<file path="src/hdl/sadtm_pkg.sv">
// ----------------------------------------------------------------------------
// sadtm_pkg
// shared types and constants of the sad template digit matcher
// ----------------------------------------------------------------------------
`timescale 1ns / 1ps
`default_nettype none

package sadtm_pkg;

	localparam int SUM_W  = 20;
	localparam int PIX_W  = 8;
	localparam int POS_W  = 12;
	localparam int TNUM_W = 3;

	localparam logic [SUM_W-1:0] SUM_MAX     = {SUM_W{1'b1}};
	localparam logic [SUM_W-1:0] LIMIT_RESET = 20'd417792;

	// request kinds
	localparam logic REQ_LOAD  = 1'b0;
	localparam logic REQ_MATCH = 1'b1;

	// decoupling queue between front and back
	localparam int FIFO_DEPTH = 4;
	localparam int FIFO_AW    = 2;

	// one classified request as it travels from front to back
	typedef struct packed {
		logic              req;
		logic [TNUM_W-1:0] tsel;
		logic              first;
		logic              last;
		logic [POS_W-1:0]  pos;
		logic [PIX_W-1:0]  pix;
	} item_t;

endpackage

`default_nettype wire

</file>
<file path="src/hdl/sadtm_front.sv">
// ----------------------------------------------------------------------------
// sadtm_front
// accepts stream requests, drops ignored ones and tags image start and end
// ----------------------------------------------------------------------------
`timescale 1ns / 1ps
`default_nettype none

module sadtm_front #(
	parameter int IMAGE_SIDE     = 64,
	parameter int TEMPLATE_COUNT = 5
) (
	input  wire logic                 in_valid,
	output logic                      in_ready,
	input  wire logic                 in_req,
	input  wire logic [2:0]           in_tnum,
	input  wire logic [11:0]          in_pos,
	input  wire logic [7:0]           in_pix,
	output logic                      push,
	output sadtm_pkg::item_t          push_item,
	input  wire logic                 q_full
);
	import sadtm_pkg::*;

	localparam int PIXELS = IMAGE_SIDE * IMAGE_SIDE;

	logic [31:0] pos_ext;
	logic        pos_ok;
	logic        tnum_ok;
	logic        keep;

	// classify the request
	always_comb begin
		pos_ext = 32'(in_pos);
		pos_ok  = pos_ext < 32'(PIXELS);
		tnum_ok = (in_tnum != 3'd0) && (32'(in_tnum) <= 32'(TEMPLATE_COUNT));
		keep    = pos_ok && ((in_req == REQ_MATCH) || tnum_ok);
	end

	// a request is taken whenever the queue has room, ignored ones vanish here
	assign in_ready = !q_full;
	assign push     = in_valid && in_ready && keep;

	always_comb begin
		push_item.req   = in_req;
		push_item.tsel  = in_tnum - 3'd1;
		push_item.first = (in_pos == '0);
		push_item.last  = (pos_ext == 32'(PIXELS - 1));
		push_item.pos   = in_pos;
		push_item.pix   = in_pix;
	end

endmodule

`default_nettype wire

</file>
<file path="config.mk">
export PLATFORM = sky130hd
export DESIGN_NAME = sadtm_front
export DESIGN_NICKNAME = d
export VERILOG_FILES = /design/src/hdl/sadtm_pkg.sv /design/src/hdl/sadtm_front.sv
export SDC_FILE = /design/constraint.sdc
export NUM_CORES = 1
export LEC_CHECK = 0
export BUFFER_PORTS_ARGS = -buffer_cell sky130_fd_sc_hd__buf_2
export CAP_MARGIN = 0
export CORE_AREA = 4 4 41 43
export DETAILED_ROUTE_END_ITERATION = 8
export DIE_AREA = 0 0 45 47
export PLACE_DENSITY_LB_ADDON = 0.08
export SETUP_SLACK_MARGIN = 0.4
export SLEW_MARGIN = 20
export SYNTH_ARGS = -nofsm -noshare
export SYNTH_HDL_FRONTEND = slang
export SYNTH_SLANG_ARGS = --single-unit
</file>
<file path="constraint.sdc">
create_clock -name vclk -period 3.2
set_input_delay 0.8 -clock vclk [all_inputs]
set_output_delay 0.8 -clock vclk [all_outputs]
set_load 0.01 [all_outputs]
</file>
==> results of run 1 <==
layout make-up:
cell class | count | area [um^2] | share of cell area (%)
multi-input cells | 15 | 116 | 33.8
inverters | 5 | 18.8 | 5.45
repair buffers | 38 | 190 | 55.3
well taps | 15 | 18.8 | 5.45
layout by cell type, fill, tap and decap left out, drive strengths merged:
master and n:
buf 38, inv 5, nor4 3, nand4 3, ha 3, xor2 1
and3 1, nor3 1, a211oi 1, o311ai 1, a21oi 1
worst max-delay path: stages:
cell,delay (ns)
sky130_fd_sc_hd__buf_2,0.11
sky130_fd_sc_hd__inv_1,0.10
sky130_fd_sc_hd__ha_1,0.16
sky130_fd_sc_hd__inv_1,0.03
sky130_fd_sc_hd__o311ai_0,0.30
sky130_fd_sc_hd__a21oi_1,0.06
sky130_fd_sc_hd__buf_2,0.15
report_power, final:
group / total, W / switching [W] / internal (W) / leakage, nW
Clock: 0 / 0 / 0 / 0
Sequential: 0 / 0 / 0 / 0
Combinational: 0.0000426 / 0.0000226 / 0.0000200 / 0.220
Total: 0.0000426 / 0.0000226 / 0.0000200 / 0.220
worst paths after layout:
path              startpoint            to  slack (ns)
setup / recovery  in_tnum[0]          push        0.68
hold / removal     in_pix[6]  push_item[6]        1.60
logic make-up (layout without fill, tap and decap cells):
family | after synthesis | after routing | synth area share (%)
fa+ha+maj | 3 | 3 | 12.8
buf+inv | 26 | 43 | 60.3
xor+xnor | 1 | 1 | 2.99
compound gates | 3 | 3 | 7.26
simple gates | 8 | 8 | 16.7
metal layers:
metal	vias up	part of all wire [%]	wire, um
met5	-	0	0
met4	0	5.8	46
met3	10	24	193
met2	27	41	328
met1	131	29	228
li1	154	-	-
stage by stage:
step | util (%) | hold WS, ns | std cells | total power [W] | worst slack (ns)
finish | 26.4 | 1.60 | 73 | 0.0000426 | 0.680
global route | 26.4 | 1.60 | 73 | 0.0000474 | 0.632
CTS | 26.4 | 1.60 | 73 | 0.0000434 | 0.669
detailed placement | 26.4 | 1.60 | 73 | 0.0000433 | 0.661
global placement | 26.4 | 1.60 | 73 | 0.0000441 | 0.656
floorplan | - | 1.65 | 41 | 0.0000368 | 0.877
==> key figures, run 1 <==
Global route
  • GRT met3 Usage: under 10%
  • Wire length of the first global-routing pass: between 1000 and 1500 um
  • Total global routing track utilization: 6.45%
  • Total gr overflow: 0
  • Maximum number of pins on one net before global-route repair: 5
  • Highest-utilization routing layer at the global route stage: met2
  • Vias in the first global route: 284
  • Global routing met1 resource utilization: under 10%
  • Initial antenna violation count: 0
  • GR Util met2: between 10 and 15%

Critical path
  • Startpoint types: input port
  • Maximum fanout count along the critical path: 4
  • CP Capture Type: primary output
  • Setup CP Type: input port to primary output
  • Data required time of the critical path: around 2.4 ns
  • Arrival time of data at the critical path endpoint: about 1.7 ns

Route
  • Mean number of vias per cell: approximately 4.4
  • Remaining antenna violation count after routing: 0
  • DRC errors left: 0
  • Drt first pass iters: 1
  • Number of vias after detailed routing: roughly 320
  • Average wire per cell in the routed design: ~11 um
  • DRC violation total after the first TritonRoute iteration: 0
  • Drt total wl: just under 800 um

Finish
  • Seq Cell Count: 0
  • Sequential cell area: 0 um^2
  • Growth of design area from synthesis to finish: 17.5%
  • Layout clock buffers: 0
  • Final net count: between 80 and 90
  • Filler instances: 159
  • Total inserted antenna cells: 0
  • Final std cell area, no fill: 344 um^2
  • Fraction of final layout cells sized beyond drive strength 1: around two thirds

Timing
  • Count of pins over their slew limit: 0
  • Max Clock Freq: between 300 and 400 MHz
  • Fin crit share: about 79%
  • Measured slew at the worst slew-check pin: just under 0.3 ns
  • Worst slew margin relative to its limit: around four fifths
  • Number of setup violations in the final report: 0
  • Final hold violation count: 0
  • Unrepaired setup endpoints after global routing: false
  • Crit path time final: roughly 2.5 ns
  • Sum of negative setup slack: 0 ns

Job
  • Max Cap Viol: 0

Hold path
  • Hold depth: 0
  • Worst min-delay path class: input port to primary output

Synth
  • Synth cell types: 11
  • Number of instances in the synthesized netlist: 41
  • Syn_nets: 70
  • Most frequent cell after synthesis: sky130_fd_sc_hd__buf_4
  • Mapped Avg Cell Area: a little over 7 um^2
  • Synth top area share: 53.8%
  • Number of warnings issued by yosys: 0
  • Cell area after synthesis: about 300 um^2
  • Sequential element share of the synthesized area: 0%
  • Largest area contributor in the netlist: sky130_fd_sc_hd__buf_4
  • Top area cells in the synthesized netlist: sky130_fd_sc_hd__buf_4 (54%), sky130_fd_sc_hd__ha_1 (13%), sky130_fd_sc_hd__inv_1 (6.4%)
  • Cell types with the highest counts after synthesis: sky130_fd_sc_hd__buf_4 (21), sky130_fd_sc_hd__inv_1 (5), sky130_fd_sc_hd__ha_1 (3), sky130_fd_sc_hd__nand4_1 (3), sky130_fd_sc_hd__nor4_1 (3)

Floorplanning
  • Core area: 1300 um^2
  • # rows: 13
  • Die extent in x: approximately 45 um
  • Die outline height: approximately 47 um
  • Area of the die: about 2100 um^2
  • Number of placed I/O pins: between 50 and 60
  • Starting density of the core: about 23%

Power
  • Cell leakage power: between 0.2 and 0.25 nW
  • P per Cell Area: 124 nW/um^2
  • Max IR drop VDD: 0.0349 mV

Clocking
  • Post-cts hold buffer count: 0
  • Number of setup buffers added after CTS: 0
  • Number of cells upsized or downsized after cts: 0

Placed design
  • Number of input and output port buffers inserted: 38
  • Placement-stage cell area: about 340 um^2
  • Last weighted congestion value of the routability-driven placer: ~0.6
  • Post-DP HPWL: 740 um

Outcome
  • Status: complete, no violations
Power figures use the tool's default switching activity.
==> run 2, diff against run 1 <==
==> constraint.sdc (replaced) <==
create_clock -name vclk -period 2.1
set_input_delay 0.525 -clock vclk [all_inputs]
set_output_delay 0.525 -clock vclk [all_outputs]
set_load 0.01 [all_outputs]
==> run 2 against run 1 <==
Net effect:
- sequential cell count unchanged
- worst setup slack worse by 0.40 ns
- largest power group unchanged
- die area is the same
- non-clock buffer count rose by 3
- sequential share of layout area stayed put
- combinational power is 120% higher
- cell count is 4.1% higher
==> key figures, run 2 (synthesis gave the netlist of run 1 again) <==
Outcome
  • Status: complete, no violations

Floorplanning
  • Die outline height: 47 um
  • Die extent in x: roughly 45 um
  • Starting density of the core: a little under a quarter
  • Core area: 1300 um^2
  • Number of placed I/O pins: 54
  • # rows: 13
  • Area of the die: between 2000 and 2500 um^2

Critical path
  • Launching element of the worst setup path: in_tnum[0]
  • Critical Path Slowest Stage Cell: sky130_fd_sc_hd__buf_4
  • Capture point of the critical path: push_item[24]
  • Crit-path max cell delay: approximately 0.16 ns
  • Maximum fanout count along the critical path: 3
  • CP Capture Type: primary output
  • Critical path, cell by cell: buf_8 > clkinvlp_4 > buf_4 > ha_4 > xor2_1 > buf_2
  • Arrival time of data at the critical path endpoint: 1.30 ns
  • Startpoint types: input port
  • Setup CP Type: input port to primary output
  • Data required time of the critical path: ~1.6 ns

Job
  • Max Cap Viol: 0

Clocking
  • Post-cts hold buffer count: 0

Timing
  • Measured slew at the worst slew-check pin: around 0.2 ns
  • Max Clock Freq: 549 MHz
  • Post-route worst hold slack: about 1.1 ns
  • Unrepaired setup endpoints after global routing: true
  • Fin crit share: ~87%
  • Count of pins over their slew limit: 0
  • Worst slew margin relative to its limit: around 87%
  • Crit path time final: 1.82 ns
  • Sum of negative setup slack: 0 ns
  • Final hold violation count: 0
  • Number of setup violations in the final report: 0

Global route
  • Maximum number of pins on one net before global-route repair: 5
  • Wire length of the first global-routing pass: between 1000 and 1500 um
  • Total global routing track utilization: under 10%
  • Initial antenna violation count: 0
  • Total gr overflow: 0
  • Vias in the first global route: roughly 330

Finish
  • Post-layout utilization of the core: a little under two fifths
  • Final net count: 92
  • Final standard cell count with taps included and fillers excluded: 76
  • Fraction of final layout cells sized beyond drive strength 1: roughly four fifths
  • Seq Cell Count: 0
  • Sequential cell area: 0 um^2
  • Growth of design area from synthesis to finish: 68.4%
  • Total inserted antenna cells: 0
  • Filler instances: 148
  • Layout clock buffers: 0
  • Commonest non-fill, non-tap cell in the layout: sky130_fd_sc_hd__buf_2
  • Commonest cells after routing, fill and taps aside: sky130_fd_sc_hd__buf_2 (31), sky130_fd_sc_hd__buf_6 (5), sky130_fd_sc_hd__nand4_1 (3), sky130_fd_sc_hd__buf_4 (3)

Route
  • Mean number of vias per cell: between 4 and 5
  • Remaining antenna violation count after routing: 0
  • Number of vias after detailed routing: about 330
  • DRC errors left: 0
  • DRC violation total after the first TritonRoute iteration: 0
  • Drt first pass iters: 1
  • Average wire per cell in the routed design: 12.6 um
  • Drt total wl: 960 um

Power
  • Max IR drop VDD: 0.0542 mV
  • P per Cell Area: ~190 nW/um^2
  • Cell leakage power: between 0.2 and 0.3 nW

Placed design
  • Number of input and output port buffers inserted: 38
  • Last weighted congestion value of the routability-driven placer: roughly 0.57
  • Number of cells in the design after placement: 73
  • Post-DP HPWL: about 730 um

Hold path
  • Worst min-delay path class: input port to primary output
==> run 2: changes by cell type in the layout (fill, tap and decap cells not counted), sizes merged <==
cell      before  now
buf           38   41
clkinvlp       0    1
inv            5    4
==> run 2: metal layers <==
| metal | GRT usage [%] | up-vias | share of wire, % |
|---|---|---|---|
| li1 | - | 160 | - |
| met1 | 7.42 | 144 | 27 |
| met2 | 15.8 | 24 | 55 |
| met3 | 0.383 | 4 | 16 |
| met4 | 2.34 | 0 | 1.7 |
| met5 | 0 | - | 0 |
==> run 2: cell type report <==
cell class / count / area, um^2 / share of cell area [%]
inverter: 5 / 25.0 / 5.08
timing repair buffer: 41 / 264 / 53.6
multi-input combinational: 15 / 185 / 37.6
tap: 15 / 18.8 / 3.81
==> run 2: how the worst min path moves through the flow <==
stage                    from           end  slack [ns]  cells after the start
CTS                 in_pix[1]  push_item[1]        1.05                      0
global route        in_pix[2]  push_item[2]        1.05                      0
global placement    in_pix[1]  push_item[1]        1.05                      0
floorplan              q_full      in_ready        1.10                      1
detailed placement  in_pix[1]  push_item[1]        1.05                      0
finish              in_pix[0]  push_item[0]        1.05                      0
==> run 2: metrics by stage <==
| stage | cell area, um^2 | worst slack [ns] | power [W] |
|---|---|---|---|
| 5_1_grt | 493 | 0.212 | 0.000103 |
| 3_3_place_gp | 350 | 0.176 | 0.0000687 |
| 2_1_floorplan | 299 | 0.411 | 0.0000568 |
| 6_report | 493 | 0.278 | 0.0000946 |
| 3_5_place_dp | 350 | 0.170 | 0.0000679 |
| 4_1_cts | 414 | 0.283 | 0.0000797 |
==> run 2: worst max-delay path: cells and delay by family <==
family	cells	cell delay, ns
xor+xnor	1	0.15
buf+inv	4	0.48
fa+ha+maj	1	0.15
==> run 2: where the power goes <==
part | switching [W] | leakage, nW | total, W | internal, W
combinational | 0.0000460 | 0.251 | 0.0000946 | 0.0000487
clock | 0 | 0 | 0 | 0
sequential | 0 | 0 | 0 | 0
==> run 2: what timing repair did <==
action,CTS,global route
gates resized for setup,11,11
setup buffers,1,2
setup endpoints to repair,4,4
pin swaps,6,3
