===== src/hdl/sadtm_pkg.sv =====
// ----------------------------------------------------------------------------
// sadtm_pkg
// shared types and constants of the sad template digit matcher
// ----------------------------------------------------------------------------
`timescale 1ns / 1ps
`default_nettype none

package sadtm_pkg;

	localparam int SUM_W  = 20;
	localparam int PIX_W  = 8;
	localparam int POS_W  = 12;
	localparam int TNUM_W = 3;

	localparam logic [SUM_W-1:0] SUM_MAX     = {SUM_W{1'b1}};
	localparam logic [SUM_W-1:0] LIMIT_RESET = 20'd417792;

	// request kinds
	localparam logic REQ_LOAD  = 1'b0;
	localparam logic REQ_MATCH = 1'b1;

	// decoupling queue between front and back
	localparam int FIFO_DEPTH = 4;
	localparam int FIFO_AW    = 2;

	// one classified request as it travels from front to back
	typedef struct packed {
		logic              req;
		logic [TNUM_W-1:0] tsel;
		logic              first;
		logic              last;
		logic [POS_W-1:0]  pos;
		logic [PIX_W-1:0]  pix;
	} item_t;

endpackage

`default_nettype wire


===== src/hdl/sadtm_fifo.sv =====
// ----------------------------------------------------------------------------
// sadtm_fifo
// short queue that decouples request acceptance from execution
// ----------------------------------------------------------------------------
`timescale 1ns / 1ps
`default_nettype none

module sadtm_fifo (
	input  wire logic             clk,
	input  wire logic             arst_n,
	input  wire logic             push,
	input  wire sadtm_pkg::item_t wdata,
	output logic                  full,
	input  wire logic             pop,
	output sadtm_pkg::item_t      rdata,
	output logic                  not_empty
);
	import sadtm_pkg::*;

	item_t              slot_q [FIFO_DEPTH];
	logic [FIFO_AW-1:0] wr_ptr_q;
	logic [FIFO_AW-1:0] rd_ptr_q;
	logic [FIFO_AW:0]   count_q;

	assign full      = (count_q == (FIFO_AW+1)'(FIFO_DEPTH));
	assign not_empty = (count_q != '0);
	assign rdata     = slot_q[rd_ptr_q];

	// slot storage
	always_ff @(posedge clk) begin
		if (push) begin
			slot_q[wr_ptr_q] <= wdata;
		end
	end

	// pointers and fill count
	always_ff @(posedge clk or negedge arst_n) begin
		if (!arst_n) begin
			wr_ptr_q <= '0;
			rd_ptr_q <= '0;
			count_q  <= '0;
		end else begin
			if (push) begin
				wr_ptr_q <= wr_ptr_q + 1'b1;
			end
			if (pop) begin
				rd_ptr_q <= rd_ptr_q + 1'b1;
			end
			if (push && !pop) begin
				count_q <= count_q + 1'b1;
			end else if (pop && !push) begin
				count_q <= count_q - 1'b1;
			end
		end
	end

endmodule

`default_nettype wire


===== config.mk =====
export PLATFORM = sky130hd
export DESIGN_NAME = sadtm_fifo
export DESIGN_NICKNAME = d
export VERILOG_FILES = /design/src/hdl/sadtm_pkg.sv /design/src/hdl/sadtm_fifo.sv
export SDC_FILE = /design/constraint.sdc
export NUM_CORES = 1
export LEC_CHECK = 0
export BUFFER_PORTS_ARGS = -buffer_cell sky130_fd_sc_hd__buf_2
export CAP_MARGIN = 0
export CORE_MARGIN = 2
export CORE_UTILIZATION = 59
export CTS_CLUSTER_SIZE = 10
export DETAILED_ROUTE_END_ITERATION = 8
export GPL_TIMING_DRIVEN = 0
export PLACE_DENSITY = 0.93
export SLEW_MARGIN = 30
export SYNTH_ARGS = -nofsm -noshare
export SYNTH_HDL_FRONTEND = slang
export SYNTH_SLANG_ARGS = --single-unit

===== constraint.sdc =====
create_clock -name clk -period 4.18 [get_ports clk]
set_input_delay 1.045 -clock clk [delete_from_list [all_inputs] [get_ports clk]]
set_output_delay 1.045 -clock clk [all_outputs]
set_load 0.01 [all_outputs]

==> results of run 1 <==
## through the flow
stage          setup WS, ps   util  hold slack, ps
2_1_floorplan          1980      -             449
3_3_place_gp           1480  0.674             467
3_5_place_dp           1760  0.674             486
4_1_cts                1350  0.700             500
5_1_grt                1310  0.700             505
6_report               1390  0.700             493
## registers in the layout, indices dropped and copies added, names as in the netlist
register  count
wr_ptr_q      2
rd_ptr_q      2
slot_q      104
count_q       3
## layout make-up
class / instances / area (µm²) / share of cell area
tap: 96 / 120 / 0.0251
sequential: 111 / 3300 / 0.690
clock inverter: 4 / 47.5 / 0.00994
multi-input combinational: 49 / 822 / 0.172
timing repair buffer: 57 / 285 / 0.0597
buffer: 6 / 66.3 / 0.0139
clock buffer: 10 / 128 / 0.0267
inverter: 4 / 15.0 / 0.00314
## path summary, 6_finish.rpt
path | end | slack [ps] | depth (start not counted)
min in group asynchronous | count_q[2] | 510 | 1
min reg2reg | count_q[2] | 490 | 1
max | rdata[3] | 1390 | 4
max in group asynchronous | wr_ptr_q[1] | 3510 | 1
min | count_q[2] | 490 | 1
max reg2reg | slot_q[0][14] | 2530 | 3
## per-layer routing
layer	share of wire	global-route usage	up-vias
li1	-	-	839
met2	0.52	0.305	54
met3	0.051	0.0448	8
met1	0.41	0.239	937
met4	0.012	0.0744	0
met5	0	0	-
## worst max-delay path, cell delays in order (launching register included)
cell                      delay, ps
sky130_fd_sc_hd__dfrtp_1        360
sky130_fd_sc_hd__buf_6          190
sky130_fd_sc_hd__buf_12         170
sky130_fd_sc_hd__mux4_2         510
sky130_fd_sc_hd__buf_2          160
## logic make-up (layout without fill, tap and decap cells)
kind of cell	Yosys count	count (layout)	share of synthesized area
adder cells (fa/ha/maj)	6	6	0.0197
flip-flops	111	111	0.786
AND/OR/NAND/NOR	9	9	0.0119
buffers and inverters	10	81	0.0194
AO/OA/AOI/OAI	1	1	0.00119
multiplexers	27	27	0.149
XOR/XNOR	6	6	0.0125
## power by group
group / internal, mW / switching, mW / total [mW] / leakage [nW]
registers: 1.46 / 0.0682 / 1.53 / 1.04
logic: 0.482 / 0.503 / 0.986 / 0.574
clock network: 0.270 / 0.317 / 0.588 / 0.0900
total: 2.22 / 0.889 / 3.10 / 1.70
## layout by cell type, fill, tap and decap left out
cell type / netlist / layout
sky130_fd_sc_hd__ha_1: 5 / 5
sky130_fd_sc_hd__mux4_2: 18 / 18
sky130_fd_sc_hd__buf_2: 3 / 60
sky130_fd_sc_hd__clkinv_1: 0 / 1
sky130_fd_sc_hd__nor3b_1: 1 / 1
sky130_fd_sc_hd__clkbuf_1: 0 / 1
sky130_fd_sc_hd__or3_1: 1 / 1
sky130_fd_sc_hd__xor2_1: 4 / 4
sky130_fd_sc_hd__fa_1: 1 / 1
sky130_fd_sc_hd__buf_6: 1 / 1
sky130_fd_sc_hd__mux4_1: 8 / 8
sky130_fd_sc_hd__inv_1: 4 / 4
sky130_fd_sc_hd__o21ai_0: 1 / 1
sky130_fd_sc_hd__nor2_1: 1 / 1
sky130_fd_sc_hd__and2_2: 0 / 4
sky130_fd_sc_hd__clkbuf_8: 0 / 9
sky130_fd_sc_hd__buf_12: 2 / 2
sky130_fd_sc_hd__nand2_1: 2 / 2
sky130_fd_sc_hd__inv_6: 0 / 1
sky130_fd_sc_hd__clkinv_2: 0 / 1
sky130_fd_sc_hd__mux2_2: 1 / 1
sky130_fd_sc_hd__edfxtp_1: 104 / 104
sky130_fd_sc_hd__bufinv_16: 0 / 1
sky130_fd_sc_hd__xnor2_1: 2 / 2
sky130_fd_sc_hd__dfrtp_1: 7 / 7
==> reports/results.tsv, run 1 <==
metric	value	unit
outcome	completed	
setup fix buffers added after clock tree synthesis	0	
Post-layout nets	274	
most numerous cell in the Yosys netlist	sky130_fd_sc_hd__edfxtp_1	
main flop type after synthesis	sky130_fd_sc_hd__edfxtp_1	
FP Rows	30	
count of instances resized after the clock tree is built	0	
Port Buffer Count	57	
Die Footprint	7800	µm²
Die Width	88.3	µm
cell type with the highest aggregate area in the netlist	sky130_fd_sc_hd__edfxtp_1	
fraction of layout cells with a size suffix above 1	0.407	
number of antenna diodes	0	
overall track demand over capacity in global routing	0.184	
Core Box Area	6830	µm²
P_leak	1.70	nW
Yosys top cell area share	0.744	
Placed Area	4610	µm²
required time worst endpoint	3130	ps
worst-case vdd ir drop	0.360	mV
RSZ-0062 raised after global routing	no	
type of the setup path with the least slack	reg2out	
sink count of the clock tree	111	
crit start category	flip-flop	
launching instance or port of the critical path	rd_ptr_q[0]	
Post-Synthesis Cells	170	
final setup violation count	0	
Distinct cells, synth	19	
EDFF count, synth	104	
Final Slew Violations	0	
final standard cell area without fillers	4780	µm²
Post-Syn Area per Cell	24.7	µm²
insertion delay to the later sink of the worst-skew pair	360	ps
cell area after technology mapping	4200	µm²
CTS Root Cell	sky130_fd_sc_hd__clkbuf_8	
total nets after synthesis	206	
element type at the critical path end	primary output	
Area growth, synth to finish	14.0	%
count of non-filler cells in the finished layout	337	
antenna violations before repair	0	
Tmin final	2790	ps
fraction of synthesis flops using an asynchronous set or reset pin	0.0631	
Seq/Total Area, Yosys	0.786	
CP max FO	10	
largest buffer count on any clock path	2	
slew margin rel.	0.528	
Post-Route Setup TNS	0	ps
Via Count	1838	
synthesized flop and latch total	111	
HP Class	reg2reg	
vias in the first global route	1955	
instance count after placement with tap cells included	323	
highest clock rate	0.358	GHz
initial core utilization	0.614	
global placer's final weighted congestion	0.661	
largest net degree at the start of global routing	27	
Pre-antenna DRT Iters	4	
per-cell via count in the routed design	5.45	
clock tree from TritonCTS	built	
number of remaining DRC errors	0	
Hold Path Origin	count_q[2]	
average detailed-routed wire length per instance	19.4	µm
Filler Cells Inserted	453	
I/O pin total	58	
H-tree levels	3	
clock transition time at the flip-flop clock pins of the worst setup and hold paths	90	ps
total half-perimeter wirelength after legalization and detailed placement	4110	µm
post-route antenna net violation count	0	
number of buffers added by the clock tree synthesis step	9	
number of maximum-capacitance violations	0	
number of buffers inserted by hold repair at cts	0	
pwr/cell area	649	nW/µm²
overall power after layout	3.10	mW
top area cells in the synthesized netlist	sky130_fd_sc_hd__edfxtp_1 74%, sky130_fd_sc_hd__mux4_2 9.7%, sky130_fd_sc_hd__mux4_1 5.0%	
r2r startpoint	wr_ptr_q[0]	
total routed wirelength	6530	µm
worst endpoint data arrival time	1750	ps
most frequent cells after synthesis	104 x sky130_fd_sc_hd__edfxtp_1, 18 x sky130_fd_sc_hd__mux4_2, 8 x sky130_fd_sc_hd__mux4_1	
number of DRC markers after the initial detailed-route iteration	89	
final clock skew	13.5	ps
worst-margin pin slew	708	ps
number of hold-slack violations in the final timing report	0	
Die Y-Extent	88.3	µm
Tcrit/Tclk final	0.668	
number of warnings printed during yosys synthesis	0	
leftover overflow at the end of global routing	0	
wire length of the first global-routing pass	10100	µm
Power figures use the tool's default switching activity.
==> run 2, diff against run 1 <==
--- a/config.mk
+++ b/config.mk
@@ -8,11 +8,11 @@
 export BUFFER_PORTS_ARGS = -buffer_cell sky130_fd_sc_hd__buf_2
 export CAP_MARGIN = 0
 export CORE_MARGIN = 2
-export CORE_UTILIZATION = 59
+export CORE_UTILIZATION = 51
 export CTS_CLUSTER_SIZE = 10
 export DETAILED_ROUTE_END_ITERATION = 8
 export GPL_TIMING_DRIVEN = 0
-export PLACE_DENSITY = 0.93
+export PLACE_DENSITY = 0.86
 export SLEW_MARGIN = 30
 export SYNTH_ARGS = -nofsm -noshare
 export SYNTH_HDL_FRONTEND = slang
==> constraint.sdc (replaced) <==
create_clock -name clk -period 2.3 [get_ports clk]
set_input_delay 0.575 -clock clk [delete_from_list [all_inputs] [get_ports clk]]
set_output_delay 0.575 -clock clk [all_outputs]
set_load 0.01 [all_outputs]
==> run 2 against run 1 <==
Effect of this change:
- sequential share of layout area down 2.6 points
- clock-buffer cell count down 1
- critical path depth unchanged
- worst hold slack worse by 470 ps
- critical path type unchanged
==> reports/results.tsv, run 2 (synthesis results as in run 1) <==
metric	value	unit	change
Via Count	1886		was 1,838
number of hold-slack violations in the final timing report	0		unchanged
combinational share of power	0.369		was 0.318
Die Footprint	8970	µm²	was 7800 µm²
Tcrit/Tclk final	0.993		
Post-layout nets	279		was 274
HP Class	in2async		was reg2reg
outcome	completed		unchanged
crit start category	flip-flop		unchanged
final setup violation count	0		unchanged
I/O pin total	58		unchanged
r2r worst-path depth	3		unchanged
FP Rows	33		was 30
Port Buffer Count	57		unchanged
sink count of the clock tree	111		unchanged
RSZ-0062 raised after global routing	yes		was no
number of antenna diodes	0		unchanged
highest clock rate	0.438	GHz	
per-cell via count in the routed design	5.34		was 5.45
worst endpoint data arrival time	1710	ps	was 1750 ps
total half-perimeter wirelength after legalization and detailed placement	4080	µm	was 4110 µm
Largest Register	slot_q		unchanged
average detailed-routed wire length per instance	19.2	µm	was 19.4 µm
Die Width	94.7	µm	was 88.3 µm
biggest registers after layout	slot_q (104), count_q (3)		unchanged
switching power share of the total	0.294		was 0.286
Core Box Area	8090	µm²	was 6830 µm²
overall track demand over capacity in global routing	0.159		was 0.184
final clock skew	5.61	ps	was 13.5 ps
number of remaining DRC errors	0		unchanged
wire length of the first global-routing pass	10100	µm	about the same
number of buffers added by the clock tree synthesis step	9		unchanged
Pre-antenna DRT Iters	4		unchanged
CP max FO	9		was 10
fraction of layout cells with a size suffix above 1	0.456		was 0.407
overall power after layout	6.08	mW	was 3.10 mW
Die Y-Extent	94.7	µm	was 88.3 µm
clock tree from TritonCTS	built		unchanged
number of buffers inserted by hold repair at cts	0		unchanged
final standard cell area without fillers	4970	µm²	was 4780 µm²
post-route antenna net violation count	0		unchanged
number of flip-flops under the largest register name	104		unchanged
most common cell after layout, fill and taps aside	sky130_fd_sc_hd__edfxtp_1		unchanged
instance count after placement with tap cells included	332		was 323
leftover overflow at the end of global routing	0		unchanged
number of maximum-capacitance violations	0		unchanged
vias in the first global route	1993		was 1,955
P_leak	1.75	nW	was 1.70 nW
slew margin rel.	0.508		was 0.528
number of DRC markers after the initial detailed-route iteration	86		was 89
fraction of power consumed by the clock network	0.173		was 0.189
total routed wirelength	6780	µm	was 6530 µm
Area growth, synth to finish	18.5	%	was 14.0%
Tmin final	2280	ps	
Worst Setup Slack, final	17.1	ps	was 1390 ps
initial core utilization	0.519		was 0.614
insertion delay to the later sink of the worst-skew pair	370	ps	was 360 ps
Net Sw Power	1.79	mW	was 0.889 mW
Reg power frac	0.458		was 0.493
largest buffer count on any clock path	2		unchanged
Final Slew Violations	0		unchanged
element type at the critical path end	primary output		unchanged
H-tree levels	3		unchanged
worst-case vdd ir drop	0.803	mV	was 0.360 mV
pwr/cell area	1220	nW/µm²	was 649 nW/µm²
worst-margin pin slew	737	ps	was 708 ps
largest net degree at the start of global routing	27		unchanged
commonest cells after routing, fill and taps aside	104 x sky130_fd_sc_hd__edfxtp_1, 43 x sky130_fd_sc_hd__buf_2, 24 x sky130_fd_sc_hd__mux4_2		was 104 x sky130_fd_sc_hd__edfxtp_1, 60 x sky130_fd_sc_hd__buf_2, 18 x sky130_fd_sc_hd__mux4_2
Cell Int Power	4.30	mW	was 2.22 mW
global placer's final weighted congestion	0.682		was 0.661
antenna violations before repair	0		unchanged
post-place setup slack	313	ps	was 1760 ps
Placed Area	4620	µm²	was 4610 µm²
required time worst endpoint	1730	ps	was 3130 ps
CTS Root Cell	sky130_fd_sc_hd__clkbuf_8		unchanged
type of the setup path with the least slack	reg2out		unchanged
clock transition time at the flip-flop clock pins of the worst setup and hold paths	100	ps	was 90 ps
count of non-filler cells in the finished layout	353		was 337
run 2: changes by cell type in the layout (fill, tap and decap cells not counted), moves of 2 or more:
cell	delta
sky130_fd_sc_hd__buf_2	-17
sky130_fd_sc_hd__buf_6	+14
sky130_fd_sc_hd__mux4_1	-6
sky130_fd_sc_hd__mux4_2	+6
sky130_fd_sc_hd__clkinvlp_4	+4
sky130_fd_sc_hd__buf_4	+3
sky130_fd_sc_hd__buf_12	+2
sky130_fd_sc_hd__clkbuf_16	+2
sky130_fd_sc_hd__clkinv_4	+2
run 2: path summary, 6_finish.rpt:
kind / from / endpoint / slack (ps)
worst max-delay path: rd_ptr_q[0] / rdata[2] / 20
worst min-delay path: arst_n / count_q[1] / 20
worst max register to register: wr_ptr_q[0] / slot_q[0][16] / 660
worst min register to register: count_q[2] / count_q[2] / 510
max in group asynchronous: arst_n / rd_ptr_q[0] / 2120
min in group clk: wdata[14] / slot_q[0][14] / 410
run 2: critical path: stages, from the launching register on:
cell and delay (ps):
sky130_fd_sc_hd__dfrtp_1 380, sky130_fd_sc_hd__buf_12 160, sky130_fd_sc_hd__buf_12 130, sky130_fd_sc_hd__mux4_2 530
sky130_fd_sc_hd__buf_6 140
run 2: what timing repair did:
item / CTS / global route
gates resized for setup: 9 / 17
hold endpoints to repair: 0 / 0
cloned: 0 / 2
pin swaps: 0 / 0
endpoints found under the setup margin: 19 / 21
buffers inserted: 2 / 1
run 2: final cells by class:
type | instances | area [µm²]
fillers | 609 | 3120
inverters | 4 | 15.0
plain buffers | 6 | 86.3
repair buffers | 62 | 458
clock buffers | 9 | 124
flip-flops and latches | 111 | 3300
clock inverters | 7 | 58.8
multi-input cells | 49 | 800
well taps | 105 | 131
run 2: power by group through the flow:
stage	sequential, mW	combinational [mW]	clock [mW]
floorplan	2.78	1.25	0
global placement	2.80	1.81	0
detailed placement	2.83	1.85	0
CTS	2.79	2.02	1.09
global route	2.82	2.43	1.15
finish	2.78	2.25	1.05
run 2: routing by layer:
layer	vias up	wire length, µm	global-route usage
li1	848	-	-
met1	967	2780	0.205
met2	58	3570	0.269
met3	13	305	0.0279
met4	0	118	0.0688
met5	-	0	0
run 2: through the flow:
step                      hold slack (ps)  TNS (ps)   util
final                                24.1         0  0.614
after global routing                 20.7      -251  0.614
after CTS                            14.7     -58.9  0.602
after detailed placement              419         0  0.571
after global placement                416         0  0.570
after floorplan                       279         0      -
==> run 3, diff against run 2 <==
--- a/config.mk
+++ b/config.mk
@@ -6,12 +6,10 @@
 export NUM_CORES = 1
 export LEC_CHECK = 0
 export BUFFER_PORTS_ARGS = -buffer_cell sky130_fd_sc_hd__buf_2
-export CAP_MARGIN = 0
 export CORE_MARGIN = 2
 export CORE_UTILIZATION = 51
 export CTS_CLUSTER_SIZE = 10
 export DETAILED_ROUTE_END_ITERATION = 8
-export GPL_TIMING_DRIVEN = 0
 export PLACE_DENSITY = 0.86
 export SLEW_MARGIN = 30
 export SYNTH_ARGS = -nofsm -noshare
==> run 3 against run 2 <==
Effect of this change:
- combinational power fell by 2%
- final cell count fell by 0.28%
- non-clock buffer count fell by 1
- largest cell class unchanged
- power rose by 1.7%
- critical endpoint is now rdata[9]
==> reports/results.tsv, run 3 (synthesis results as in run 1) <==
metric	value	unit	change
outcome	completed		unchanged
Port Buffer Count	57		unchanged
combinational share of power	0.355		was 0.369
P_leak	1.75	nW	about the same
fraction of power consumed by the clock network	0.193		was 0.173
Net Sw Power	1.81	mW	was 1.79 mW
largest buffer count on any clock path	2		unchanged
number of remaining DRC errors	0		unchanged
Core Box Area	8090	µm²	unchanged
count of non-filler cells in the finished layout	352		was 353
overall track demand over capacity in global routing	0.170		was 0.159
worst setup slack for register-to-register paths	740	ps	was 660 ps
required time worst endpoint	1730	ps	about the same
CP max FO	12		was 9
insertion delay to the later sink of the worst-skew pair	370	ps	about the same
sink count of the clock tree	111		unchanged
final setup violation count	0		unchanged
clock transition time at the flip-flop clock pins of the worst setup and hold paths	100	ps	about the same
largest net degree at the start of global routing	22		was 27
biggest registers after layout	slot_q (104), count_q (3)		unchanged
Reg power frac	0.452		was 0.458
r2r startpoint	wr_ptr_q[1]		was wr_ptr_q[0]
worst-case vdd ir drop	0.525	mV	was 0.803 mV
Cell Int Power	4.38	mW	was 4.30 mW
pwr/cell area	1240	nW/µm²	was 1220 nW/µm²
number of antenna diodes	0		unchanged
wire length of the first global-routing pass	10500	µm	was 10,100 µm
leftover overflow at the end of global routing	0		unchanged
overall power after layout	6.19	mW	was 6.08 mW
most common cell after layout, fill and taps aside	sky130_fd_sc_hd__edfxtp_1		unchanged
total half-perimeter wirelength after legalization and detailed placement	4400	µm	was 4080 µm
I/O pin total	58		unchanged
Die Footprint	8970	µm²	unchanged
crit start category	flip-flop		unchanged
Die Width	94.7	µm	unchanged
switching power share of the total	0.292		was 0.294
Tmin final	2300	ps	was 2280 ps
Area growth, synth to finish	18.8	%	was 18.5%
H-tree levels	3		unchanged
Pre-antenna DRT Iters	4		unchanged
Worst R2R End	slot_q[1][0]		was slot_q[0][16]
type of the setup path with the least slack	reg2out		unchanged
number of buffers added by the clock tree synthesis step	9		unchanged
Final Slew Violations	0		unchanged
worst-margin pin slew	400	ps	was 737 ps
global placer's final weighted congestion	0.658		was 0.682
Post-layout nets	278		was 279
instance count after placement with tap cells included	334		was 332
worst endpoint data arrival time	1720	ps	was 1710 ps
commonest cells after routing, fill and taps aside	104 x sky130_fd_sc_hd__edfxtp_1, 39 x sky130_fd_sc_hd__buf_2, 26 x sky130_fd_sc_hd__mux4_2		was 104 x sky130_fd_sc_hd__edfxtp_1, 43 x sky130_fd_sc_hd__buf_2, 24 x sky130_fd_sc_hd__mux4_2
antenna violations before repair	0		unchanged
post-place setup slack	270	ps	was 313 ps
total routed wirelength	6960	µm	was 6780 µm
number of flip-flops under the largest register name	104		unchanged
Die Y-Extent	94.7	µm	unchanged
clock tree from TritonCTS	built		unchanged
Post-Route Setup TNS	0	ps	unchanged
Util after Layout	0.616		was 0.614
slew margin rel.	0.733		was 0.508
Largest Register	slot_q		unchanged
initial core utilization	0.519		unchanged
RSZ-0062 raised after global routing	yes		unchanged
number of DRC markers after the initial detailed-route iteration	68		was 86
average detailed-routed wire length per instance	19.8	µm	was 19.2 µm
r2r worst-path depth	4		was 3
HP Class	in2async		unchanged
number of hold-slack violations in the final timing report	0		unchanged
CTS Root Cell	sky130_fd_sc_hd__clkbuf_8		unchanged
highest clock rate	0.435	GHz	was 0.438 GHz
post-route antenna net violation count	0		unchanged
Tcrit/Tclk final	0.998		was 0.993
FP Rows	33		unchanged
per-cell via count in the routed design	5.32		was 5.34
number of maximum-capacitance violations	0		unchanged
vias in the first global route	2029		was 1,993
Worst Setup Slack, final	3.65	ps	was 17.1 ps
fraction of layout cells with a size suffix above 1	0.449		was 0.456
Via Count	1872		was 1,886
final clock skew	8.84	ps	was 5.61 ps
element type at the critical path end	primary output		unchanged
-- run 3: changes by cell type in the layout (fill, tap and decap cells not counted), moves of 2 or more --
cell	change
sky130_fd_sc_hd__and2_1	+4
sky130_fd_sc_hd__and2_2	-4
sky130_fd_sc_hd__buf_2	-4
sky130_fd_sc_hd__buf_6	+4
sky130_fd_sc_hd__clkbuf_16	-2
sky130_fd_sc_hd__clkinv_4	-2
sky130_fd_sc_hd__clkinvlp_4	-3
sky130_fd_sc_hd__inv_6	+4
sky130_fd_sc_hd__mux4_1	-2
sky130_fd_sc_hd__mux4_2	+2
-- run 3: layout make-up --
cell class / instances / area (µm²)
Fill cell: 601 / 3110
Clock buffer: 9 / 124
Multi-Input combinational cell: 49 / 787
Sequential cell: 111 / 3300
Tap cell: 105 / 131
Timing Repair Buffer: 67 / 547
Inverter: 4 / 15.0
Clock inverter: 7 / 83.8
-- run 3: metal layers --
layer	track usage	up-vias	routed length (µm)
met5	0	-	0
met4	0.0688	0	87
met3	0.0463	7	288
met2	0.290	49	3740
met1	0.205	968	2850
li1	-	848	-
-- run 3: repair_timing --
item                       CTS  global route
gates resized for setup      4            24
cloned                       1             0
setup endpoints to repair   21            25
hold buffers                 0             0
setup buffers                1             0
-- run 3: through the flow --
stage                     instance area [µm²]  hold WS (ps)
after floorplan                          4200           279
after global placement                   4660           425
after detailed placement                 4660           424
after CTS                                4890          16.2
after global routing                     4990          18.2
final                                    4990          29.1
-- run 3: worst max path at each step --
stage                     slack, ps  cells past startpoint        start        end
after floorplan                 570                      3  rd_ptr_q[0]   rdata[0]
after global placement          290                      3  rd_ptr_q[0]  rdata[19]
after detailed placement        270                      3  rd_ptr_q[0]  rdata[19]
after CTS                       -30                      3  rd_ptr_q[0]  rdata[21]
after global routing            -60                      3  rd_ptr_q[0]   rdata[9]
final                             4                      3  rd_ptr_q[0]   rdata[9]
-- run 3: worst max-delay path: stages (launching register included) --
cell	delay (ps)
sky130_fd_sc_hd__dfrtp_2	470
sky130_fd_sc_hd__buf_12	200
sky130_fd_sc_hd__mux4_2	530
sky130_fd_sc_hd__buf_2	160
-- run 3: power groups by stage --
stage	registers, mW	logic (mW)	clock network, mW
floorplan	2.78	1.25	0
global placement	2.82	1.78	0
global route	2.83	2.37	1.29
detailed placement	2.85	1.83	0
CTS	2.80	1.94	1.22
finish	2.80	2.20	1.19
